$ cat config.mk
export PLATFORM = sky130hd
export DESIGN_NAME = reorder_buffer_commit_unit
export DESIGN_NICKNAME = d
export VERILOG_FILES = /design/src/rtl/rbc_pkg.sv /design/src/rtl/rbc_ctrl.sv /design/src/rtl/rbc_datapath.sv /design/src/rtl/reorder_buffer_commit_unit.sv
export SDC_FILE = /design/constraint.sdc
export NUM_CORES = 2
export LEC_CHECK = 0
export BUFFER_PORTS_ARGS = -buffer_cell sky130_fd_sc_hd__buf_4
export CORE_MARGIN = 3
export CORE_UTILIZATION = 55
export DETAILED_ROUTE_END_ITERATION = 10
export MAX_ROUTING_LAYER = met4
export PLACE_DENSITY = 0.76
export SLEW_MARGIN = 40
export SYNTH_ARGS = -nofsm -noshare
export SYNTH_HDL_FRONTEND = slang
export SYNTH_SLANG_ARGS = --single-unit
$ cat constraint.sdc
create_clock -name clk -period 13.45 [get_ports clk]
set_input_delay 2.0175 -clock clk [delete_from_list [all_inputs] [get_ports clk]]
set_output_delay 2.0175 -clock clk [all_outputs]
set_load 0.005 [all_outputs]
$ cat src/rtl/rbc_pkg.sv
// Shared constants, codes and controller/datapath interface types
// for the reorder buffer commit unit. No dependencies.
package rbc_pkg;

	localparam int DEPTH      = 32;
	localparam int TAG_W      = $clog2(DEPTH);
	localparam int OCC_W      = TAG_W + 1;
	localparam int FULL_LIMIT = DEPTH - 2;

	// ALU writeback codes
	localparam logic [1:0] AK_VALUE  = 2'd1;
	localparam logic [1:0] AK_BRANCH = 2'd2;

	// Decoder entry codes
	localparam logic [2:0] DK_REG    = 3'd1;
	localparam logic [2:0] DK_BRANCH = 3'd2;
	localparam logic [2:0] DK_STORE  = 3'd3;
	localparam logic [2:0] DK_EXIT   = 3'd4;

	// Result codes
	localparam logic [2:0] RK_STATUS  = 3'd0;
	localparam logic [2:0] RK_REG     = 3'd1;
	localparam logic [2:0] RK_STORE   = 3'd2;
	localparam logic [2:0] RK_BR_OK   = 3'd3;
	localparam logic [2:0] RK_MISPRED = 3'd4;
	localparam logic [2:0] RK_EXIT    = 3'd5;

	typedef struct packed {
		logic cap_in;
		logic flush;
		logic alu_rd;
		logic alu_wr;
		logic dec_wr;
		logic load_wr;
		logic emit_commit;
		logic emit_status;
	} rbc_cmd_t;

	typedef struct packed {
		logic halted;
		logic flush_pending;
		logic can_retire;
		logic head_stop;
		logic out_free;
	} rbc_sts_t;

endpackage

$ cat src/rtl/rbc_ctrl.sv
// Step sequencer of the reorder buffer commit unit.
// Depends on rbc_pkg for the command and status types.
module rbc_ctrl (
	input  logic              clk,
	input  logic              arst_n,
	input  logic              req_valid,
	output logic              req_stall,
	input  rbc_pkg::rbc_sts_t sts,
	output rbc_pkg::rbc_cmd_t cmd
);

	typedef enum logic [3:0] {
		S_IDLE,
		S_ALU_RD,
		S_ALU_WR,
		S_DEC,
		S_LOAD,
		S_RET_RD,
		S_RET,
		S_STATUS
	} state_t;

	state_t state_q;

	// Accept a new step only between steps
	assign req_stall = (state_q != S_IDLE);

	// Decode commands from the current state
	always_comb begin
		cmd = '0;
		unique case (state_q)
			S_IDLE:   cmd.cap_in = req_valid;
			S_ALU_RD: begin
				cmd.alu_rd = 1'b1;
				cmd.flush  = sts.flush_pending && !sts.halted;
			end
			S_ALU_WR: cmd.alu_wr  = 1'b1;
			S_DEC:    cmd.dec_wr  = 1'b1;
			S_LOAD:   cmd.load_wr = 1'b1;
			S_RET_RD: ;
			S_RET:    cmd.emit_commit = sts.can_retire && sts.out_free;
			S_STATUS: cmd.emit_status = sts.out_free;
			default:  ;
		endcase
	end

	// Advance the step sequence
	always_ff @(posedge clk or negedge arst_n) begin
		if (!arst_n) begin
			state_q <= S_IDLE;
		end else begin
			unique case (state_q)
				S_IDLE:   if (req_valid) state_q <= S_ALU_RD;
				S_ALU_RD: begin
					if (sts.halted || sts.flush_pending) state_q <= S_STATUS;
					else state_q <= S_ALU_WR;
				end
				S_ALU_WR: state_q <= S_DEC;
				S_DEC:    state_q <= S_LOAD;
				S_LOAD:   state_q <= S_RET_RD;
				S_RET_RD: state_q <= S_RET;
				S_RET: begin
					if (!sts.can_retire) state_q <= S_STATUS;
					else if (sts.out_free) begin
						if (sts.head_stop) state_q <= S_STATUS;
						else state_q <= S_RET_RD;
					end
				end
				S_STATUS: if (sts.out_free) state_q <= S_IDLE;
				default:  state_q <= S_IDLE;
			endcase
		end
	end

endmodule

$ cat src/rtl/rbc_datapath.sv
// Entry storage, pointers and result register of the reorder buffer.
// Depends on rbc_pkg; driven by rbc_ctrl through command signals.
module rbc_datapath (
	input  logic                       clk,
	input  logic                       arst_n,
	input  rbc_pkg::rbc_cmd_t          cmd,
	output rbc_pkg::rbc_sts_t          sts,
	input  logic [1:0]                 alu_kind,
	input  logic [rbc_pkg::TAG_W-1:0]  alu_tag,
	input  logic [31:0]                alu_value,
	input  logic [2:0]                 dec_kind,
	input  logic [31:0]                dec_dest_or_target,
	input  logic [31:0]                dec_value,
	input  logic                       dec_ready,
	input  logic                       load_valid,
	input  logic [rbc_pkg::TAG_W-1:0]  load_tag,
	input  logic [31:0]                load_data,
	output logic                       res_valid,
	input  logic                       res_stall,
	output logic [2:0]                 kind,
	output logic [rbc_pkg::TAG_W-1:0]  entry_tag,
	output logic [31:0]                dest_or_target,
	output logic [31:0]                commit_value,
	output logic [29:0]                predictor_index,
	output logic                       branch_taken,
	output logic                       rename_valid,
	output logic [rbc_pkg::TAG_W-1:0]  rename_tag,
	output logic [rbc_pkg::TAG_W-1:0]  tail_index,
	output logic                       full_res,
	output logic                       last
);

	localparam int TW = rbc_pkg::TAG_W;
	localparam int OW = rbc_pkg::OCC_W;

	// Captured step inputs
	logic [1:0]    alu_kind_q;
	logic [TW-1:0] alu_tag_q;
	logic [31:0]   alu_value_q;
	logic [2:0]    dec_kind_q;
	logic [31:0]   dec_dest_q;
	logic [31:0]   dec_value_q;
	logic          dec_ready_q;
	logic          load_valid_q;
	logic [TW-1:0] load_tag_q;
	logic [31:0]   load_data_q;

	// Entry storage
	logic [2:0]  kind_mem [rbc_pkg::DEPTH];
	logic [31:0] dest_mem [rbc_pkg::DEPTH];
	logic [31:0] val_mem  [rbc_pkg::DEPTH];
	logic [rbc_pkg::DEPTH-1:0] ready_q;
	logic [2:0]  kind_rd_q;
	logic [31:0] dest_rd_q;
	logic [31:0] val_rd_q;

	// Control state
	logic [TW-1:0] head_q;
	logic [TW-1:0] tail_q;
	logic [OW-1:0] occ_q;
	logic          flush_pend_q;
	logic          halted_q;
	logic          ren_v_q;
	logic [TW-1:0] ren_tag_q;
	logic          out_valid_q;

	logic          alu_hit;
	logic          dec_hit;
	logic          dec_ren;
	logic [31:0]   br_value;
	logic [TW-1:0] rd_addr;
	logic          hd_exit;
	logic          hd_mispred;
	logic [2:0]    commit_kind;

	assign alu_hit = (alu_kind_q == rbc_pkg::AK_VALUE) || (alu_kind_q == rbc_pkg::AK_BRANCH);
	assign dec_hit = (dec_kind_q == rbc_pkg::DK_REG) || (dec_kind_q == rbc_pkg::DK_BRANCH) ||
		(dec_kind_q == rbc_pkg::DK_STORE) || (dec_kind_q == rbc_pkg::DK_EXIT);
	assign dec_ren = ((dec_kind_q == rbc_pkg::DK_REG) || (dec_kind_q == rbc_pkg::DK_EXIT)) &&
		(dec_dest_q != 32'd0) && dec_hit && (occ_q != OW'(rbc_pkg::DEPTH));

	// Shift the correct-prediction bit into a branch entry
	assign br_value = {val_rd_q[30:0], (alu_value_q == {31'd0, val_rd_q[0]})};

	assign rd_addr = cmd.alu_rd ? alu_tag_q : head_q;

	// Classify the head entry
	assign hd_exit    = (kind_rd_q == rbc_pkg::DK_EXIT);
	assign hd_mispred = (kind_rd_q == rbc_pkg::DK_BRANCH) && !val_rd_q[0];
	always_comb begin
		priority if (hd_exit) commit_kind = rbc_pkg::RK_EXIT;
		else if (kind_rd_q == rbc_pkg::DK_BRANCH)
			commit_kind = val_rd_q[0] ? rbc_pkg::RK_BR_OK : rbc_pkg::RK_MISPRED;
		else if (kind_rd_q == rbc_pkg::DK_STORE) commit_kind = rbc_pkg::RK_STORE;
		else commit_kind = rbc_pkg::RK_REG;
	end

	assign sts.halted        = halted_q;
	assign sts.flush_pending = flush_pend_q;
	assign sts.can_retire    = (occ_q != '0) && ready_q[head_q];
	assign sts.head_stop     = hd_exit || hd_mispred;
	assign sts.out_free      = !out_valid_q || !res_stall;

	// Capture step inputs
	always_ff @(posedge clk) begin
		if (cmd.cap_in) begin
			alu_kind_q   <= alu_kind;
			alu_tag_q    <= alu_tag;
			alu_value_q  <= alu_value;
			dec_kind_q   <= dec_kind;
			dec_dest_q   <= dec_dest_or_target;
			dec_value_q  <= dec_value;
			dec_ready_q  <= dec_ready;
			load_valid_q <= load_valid;
			load_tag_q   <= load_tag;
			load_data_q  <= load_data;
		end
	end

	// Write and read the entry memories
	always_ff @(posedge clk) begin
		if (cmd.alu_wr && alu_hit)
			val_mem[alu_tag_q] <= (alu_kind_q == rbc_pkg::AK_BRANCH) ? br_value : alu_value_q;
		if (cmd.dec_wr && dec_hit && (occ_q != OW'(rbc_pkg::DEPTH))) begin
			kind_mem[tail_q] <= dec_kind_q;
			dest_mem[tail_q] <= dec_dest_q;
			val_mem[tail_q]  <= dec_value_q;
		end
		if (cmd.load_wr && load_valid_q)
			val_mem[load_tag_q] <= load_data_q;
		kind_rd_q <= kind_mem[head_q];
		dest_rd_q <= dest_mem[head_q];
		val_rd_q  <= val_mem[rd_addr];
	end

	// Hold ready bits, pointers and step flags
	always_ff @(posedge clk or negedge arst_n) begin
		if (!arst_n) begin
			ready_q      <= '0;
			head_q       <= '0;
			tail_q       <= '0;
			occ_q        <= '0;
			flush_pend_q <= 1'b0;
			halted_q     <= 1'b0;
			ren_v_q      <= 1'b0;
			ren_tag_q    <= '0;
		end else begin
			if (cmd.cap_in) begin
				ren_v_q   <= 1'b0;
				ren_tag_q <= '0;
			end
			if (cmd.flush) begin
				flush_pend_q <= 1'b0;
				head_q       <= '0;
				tail_q       <= '0;
				occ_q        <= '0;
			end
			if (cmd.alu_wr && alu_hit) ready_q[alu_tag_q] <= 1'b1;
			if (cmd.dec_wr && dec_hit && (occ_q != OW'(rbc_pkg::DEPTH))) begin
				ready_q[tail_q] <= dec_ready_q;
				tail_q          <= tail_q + 1'b1;
				occ_q           <= occ_q + 1'b1;
				ren_v_q         <= dec_ren;
				ren_tag_q       <= dec_ren ? tail_q : '0;
			end
			if (cmd.load_wr && load_valid_q) ready_q[load_tag_q] <= 1'b1;
			if (cmd.emit_commit) begin
				priority if (hd_exit) halted_q <= 1'b1;
				else if (hd_mispred) flush_pend_q <= 1'b1;
				else begin
					ready_q[head_q] <= 1'b0;
					head_q          <= head_q + 1'b1;
					occ_q           <= occ_q - 1'b1;
				end
			end
		end
	end

	// Result register
	always_ff @(posedge clk or negedge arst_n) begin
		if (!arst_n) begin
			out_valid_q <= 1'b0;
		end else if (cmd.emit_commit || cmd.emit_status) begin
			out_valid_q <= 1'b1;
		end else if (!res_stall) begin
			out_valid_q <= 1'b0;
		end
	end

	always_ff @(posedge clk) begin
		if (cmd.emit_commit) begin
			kind            <= commit_kind;
			entry_tag       <= head_q;
			dest_or_target  <= dest_rd_q;
			commit_value    <= val_rd_q;
			predictor_index <= (kind_rd_q == rbc_pkg::DK_BRANCH) ? val_rd_q[31:2] : '0;
			branch_taken    <= (kind_rd_q == rbc_pkg::DK_BRANCH) && (val_rd_q[1] == val_rd_q[0]);
			rename_valid    <= 1'b0;
			rename_tag      <= '0;
			tail_index      <= '0;
			full_res        <= 1'b0;
			last            <= 1'b0;
		end else if (cmd.emit_status) begin
			kind            <= rbc_pkg::RK_STATUS;
			entry_tag       <= '0;
			dest_or_target  <= '0;
			commit_value    <= '0;
			predictor_index <= '0;
			branch_taken    <= 1'b0;
			rename_valid    <= ren_v_q;
			rename_tag      <= ren_tag_q;
			tail_index      <= tail_q;
			full_res        <= !flush_pend_q && (occ_q > OW'(rbc_pkg::FULL_LIMIT));
			last            <= 1'b1;
		end
	end

	assign res_valid = out_valid_q;

endmodule

$ cat src/rtl/reorder_buffer_commit_unit.sv
// Reorder buffer commit unit: top level joining controller and datapath.
// Depends on rbc_pkg, rbc_ctrl and rbc_datapath.
//
// Each accepted transaction is one processor step: ALU writeback, decoder
// allocation at the tail, load writeback, then in-order retirement from the
// head, followed by one status result marked by last. One step at a time is
// in flight. A step runs the states ALU read, ALU write, decoder write, load
// write, head read and retire, then the status result. Each retired entry
// after which retirement goes on adds a head read of the new head from the
// registered entry memory and a retire state; an exit or a mispredicted
// branch ends retirement at once. res_stall holds results back. A flush or
// halted step skips from ALU read to status. The next transaction is
// accepted the cycle after the status result is loaded. The single write
// port of the entry memory sets the serial writeback and allocation cycles.
module reorder_buffer_commit_unit (
	input  logic                       clk,
	input  logic                       arst_n,
	input  logic                       req_valid,
	output logic                       req_stall,
	input  logic [1:0]                 alu_kind,
	input  logic [rbc_pkg::TAG_W-1:0]  alu_tag,
	input  logic signed [31:0]         alu_value,
	input  logic [2:0]                 dec_kind,
	input  logic [31:0]                dec_dest_or_target,
	input  logic signed [31:0]         dec_value,
	input  logic                       dec_ready,
	input  logic                       load_valid,
	input  logic [rbc_pkg::TAG_W-1:0]  load_tag,
	input  logic signed [31:0]         load_data,
	output logic                       res_valid,
	input  logic                       res_stall,
	output logic [2:0]                 kind,
	output logic [rbc_pkg::TAG_W-1:0]  entry_tag,
	output logic [31:0]                dest_or_target,
	output logic signed [31:0]         commit_value,
	output logic [29:0]                predictor_index,
	output logic                       branch_taken,
	output logic                       rename_valid,
	output logic [rbc_pkg::TAG_W-1:0]  rename_tag,
	output logic [rbc_pkg::TAG_W-1:0]  tail_index,
	output logic                       full_res,
	output logic                       last
);

	rbc_pkg::rbc_cmd_t cmd;
	rbc_pkg::rbc_sts_t sts;

	rbc_ctrl u_ctrl (
		.clk       (clk),
		.arst_n    (arst_n),
		.req_valid (req_valid),
		.req_stall (req_stall),
		.sts       (sts),
		.cmd       (cmd)
	);

	rbc_datapath u_dp (
		.clk                (clk),
		.arst_n             (arst_n),
		.cmd                (cmd),
		.sts                (sts),
		.alu_kind           (alu_kind),
		.alu_tag            (alu_tag),
		.alu_value          (alu_value),
		.dec_kind           (dec_kind),
		.dec_dest_or_target (dec_dest_or_target),
		.dec_value          (dec_value),
		.dec_ready          (dec_ready),
		.load_valid         (load_valid),
		.load_tag           (load_tag),
		.load_data          (load_data),
		.res_valid          (res_valid),
		.res_stall          (res_stall),
		.kind               (kind),
		.entry_tag          (entry_tag),
		.dest_or_target     (dest_or_target),
		.commit_value       (commit_value),
		.predictor_index    (predictor_index),
		.branch_taken       (branch_taken),
		.rename_valid       (rename_valid),
		.rename_tag         (rename_tag),
		.tail_index         (tail_index),
		.full_res           (full_res),
		.last               (last)
	);

endmodule

==> results.md <==
- Outcome: finished clean
- Ports: 267
- Seq pwr share: 0.440
- Deepest clock path buffer count: 3
- CTS H-Tree Depth: 4
- Total global routing overflow: 0
- Switch share: 0.312
- CTS buffer count: 235
- Clock Skews: 0.105 ns
- Placer Congestion: between 0.9 and 1
- Yosys warns: 0
- Gate power share: 0.257
- Crit share post-route: 0.363
- Core area: 176,000 um^2
- Die height: about 430 um
- Pre-Repair DR Iteration Count: 6
- Share of cells above drive strength 1: 0.238
- Cell accounting for the most synthesized area: edfxtp_1
- Commonest non-fill, non-tap cells in the layout: 2,392 x edfxtp_1, 397 x buf_4, 372 x mux4_2
- Post-route ant nets: 0
- Total Routing Usage GR: 0.305
- Peak VDD IR: 0.200 mV
- Share of the yosys chip area belonging to registers: 0.767
- Synth Register Bits: 2,532
- Simple-Gate Fraction of Synth Area: 0.0388
- Most common cell after layout, fill and taps aside: edfxtp_1
- Clk sink count: approximately 2.5k
- Initial Util: 0.554
- Worst-path clk slew: 0.07 ns
- Post-synthesis instance total: roughly 5.2k
- Crit path required time: 14.21 ns
- CP Max Fanout: between 50 and 60
- Max-slew violation count: 0
- Placed cell count: 7,654
- Worst Slack Setup Final: 8.57 ns
- DR vias/cell: 6.75
- Startpoint Class: flip-flop
- Area Growth Syn to Fin: 14.6%
- Largest net degree at the start of global routing: 116
- Largest family of logic cells by synthesized area: multiplexers
- Max stage delay cell, worst path: buf_4
- Initial antenna violation count: 5
- Max-Cap Viols: 0
- Initial DRC Count: 8,395
- Synth top area share: 0.735
- Crit-path cells: or3b_4 > buf_4 > mux2i_4 > buf_4 > buf_4 > nand2_1 > o22ai_1 > nor4_1
- Syn Area/Cell: 18.8 um^2
- RSZ-0062 raised after global routing: false
- Port Buffers: 266
- Crit path kind: flip-flop to flip-flop
- Final Hold Viols: 0
- Non-filler instance count after layout: 8,126
- Die X: around 430 um
- Hold/Removal Path Class: flip-flop to flip-flop
- FF-to-FF End: u_dp.val_rd_q[2]
- Final core occ: 0.635
- Post-CTS sizing: 0
- Cell family with most CP delay: buffers and inverters
- Worst Path Arrival: between 5 and 6 ns
- Synth top area cells: edfxtp_1 74%, mux4_2 8.6%, mux2i_1 3.3%, dfxtp_1 1.6%, dfrtp_1 1.5%
- Global-route wire length before repair: 383,000 um
- R2r setup slk: between 8 and 9 ns
- Cell row count: 154
- Post-synth EDFFs: approximately 2.4k
- Max_slew headroom: 0.377
- Hold Buf Count CTS: 0
- Setup crit end kind: flip-flop
- WP buf/inv: 3
- Highest clock rate: 205 MHz
- Worst slew pin tran: approximately 0.93 ns
- Internal Pwr Total: 15,700 uW
- Via count: between 50k and 60k
- Finish-stage setup viols: 0
- Synth Area in XOR/XNOR: 0.000359
- FFs w/ async S/R, synth: 0.0237
- PD cells: ~200 nW/um^2
- Critical Path Sink: u_dp.val_rd_q[2]
- Skew-Pair Late Insertion Delay: slightly above 0.9 ns
- Number of global-route vias before repair: 53.5k
- DIE AREA: 183,000 um^2
- Synth Area in Compound Gates: 0.0500
- Clock power share: 0.303
- Most frequent cell on the critical path: buf_4
- Leakage power: 0.0369 uW
- Mapped cell area: 97,700 um^2
- Final setup TNS: 0 ns
- HPWL Detailed: 147,000 um
- # DRC: 0
- Synth cell types: 76
- Net Sw Power: 7090 uW
- Cell count along the critical path: 8
- Setup bufs post-CTS: 0
- Adder-Cell Fraction of Synth Area: 0.00154
- Per-cell routed wire length: 33.3 um
- Register-to-Register Path Depth: 8
- TritonCTS clock tree: yes
- CP max stage delay: 0.76 ns
- Clock Tree Root: clkbuf_16
- Syn Nets: 5,347
- Reg2reg start: u_ctrl.state_q[0]
- Tot Pwr: 22,800 uW
- Post-layout min period: 4.88 ns
- Ys flop type: edfxtp_1
- Pre-CTS setup slack: 8.39 ns
- Multiplexer area fraction after synthesis: 0.122
- Start point of the critical path: u_ctrl.state_q[0]
- WL final: between 200,000 and 300,000 um
- # nets final: 5,734
final cells by class:
type                       count  area (um^2)
inverter                     127          477
fill                       11500        64400
multi-input combinational   2215        21600
clock buffer                 294         6270
timing repair buffer         462         3890
antenna                        5         12.5
tap                         2340         2930
clock inverter               151         1850
sequential                  2532        74900
state kept, by name, summed over array words and instances (netlist names), 30 cells and up:
name and cells:
u_dp.dec_value_q 32, u_dp.dest_or_target 32, u_dp.alu_value_q 32, u_dp.kind_mem 96, u_dp.predictor_index 30, u_dp.dest_mem 1024, u_dp.load_data_q 32, u_dp.commit_value 32
u_dp.dest_rd_q 32, u_dp.dec_dest_q 32, u_dp.ready_q 32, u_dp.val_rd_q 32, u_dp.val_mem 1024
power groups by stage:
stage	clock [uW]	sequential (uW)	combinational, uW
floorplan	0	9940	3810
finish	6890	10000	5860
CTS	6940	10000	5760
global placement	0	10200	5470
global route	7260	10000	6190
detailed placement	0	10200	5690
metal layers:
metal  global-route usage  share of wire
met1                0.400           0.35
met2                0.462           0.48
met3               0.0648           0.12
met4                0.142          0.052
met5                    -              0
cell families after synthesis:
group,count (synthesis)
flops,2532
mux,718
buf+inv,439
compound gates,691
simple gates,790
fa+ha+maj,12
xor+xnor,4
per-stage QoR:
stage	hold slack, ns	area, um^2
2_1_floorplan	0.442	97700
3_3_place_gp	0.452	103000
3_5_place_dp	0.471	103000
4_1_cts	0.480	112000
5_1_grt	0.497	112000
6_report	0.476	112000
how the worst min path moves through the flow:
stage,endpoint,slack [ns],depth (start not counted),start
after floorplan,u_dp.halted_q,0.44,1,u_dp.halted_q
after global placement,u_dp.tail_index[0],0.45,2,u_dp.tail_index[0]
after detailed placement,u_dp.rename_tag[0],0.47,2,u_dp.rename_tag[0]
after CTS,u_dp.rename_tag[0],0.48,2,u_dp.rename_tag[0]
after global routing,u_dp.rename_tag[4],0.50,2,u_dp.rename_tag[4]
final,u_dp.rename_tag[4],0.48,2,u_dp.rename_tag[4]
worst min-delay path: stages (launching register included):
cell and delay [ns]:
dfxtp_1 0.32, nand2_1 0.06, a21oi_1 0.05
Yosys cell counts (all sizes together), types with 16 or more instances:
cell type / n
inv: 127
a311oi: 27
a211oi: 140
nor3: 28
mux2: 18
nand3: 82
mux2i: 325
buf: 141
o22ai: 25
dfrtp: 60
a21oi: 93
dfxtp: 80
mux4: 375
a21o: 33
clkbuf: 171
and2: 39
a22oi: 189
a32oi: 37
nor2: 153
nand4: 59
o21ai: 75
nand2: 301
and3: 16
edfxtp: 2392
nor4: 53
Note: power is estimated with default switching activity, not from simulation.
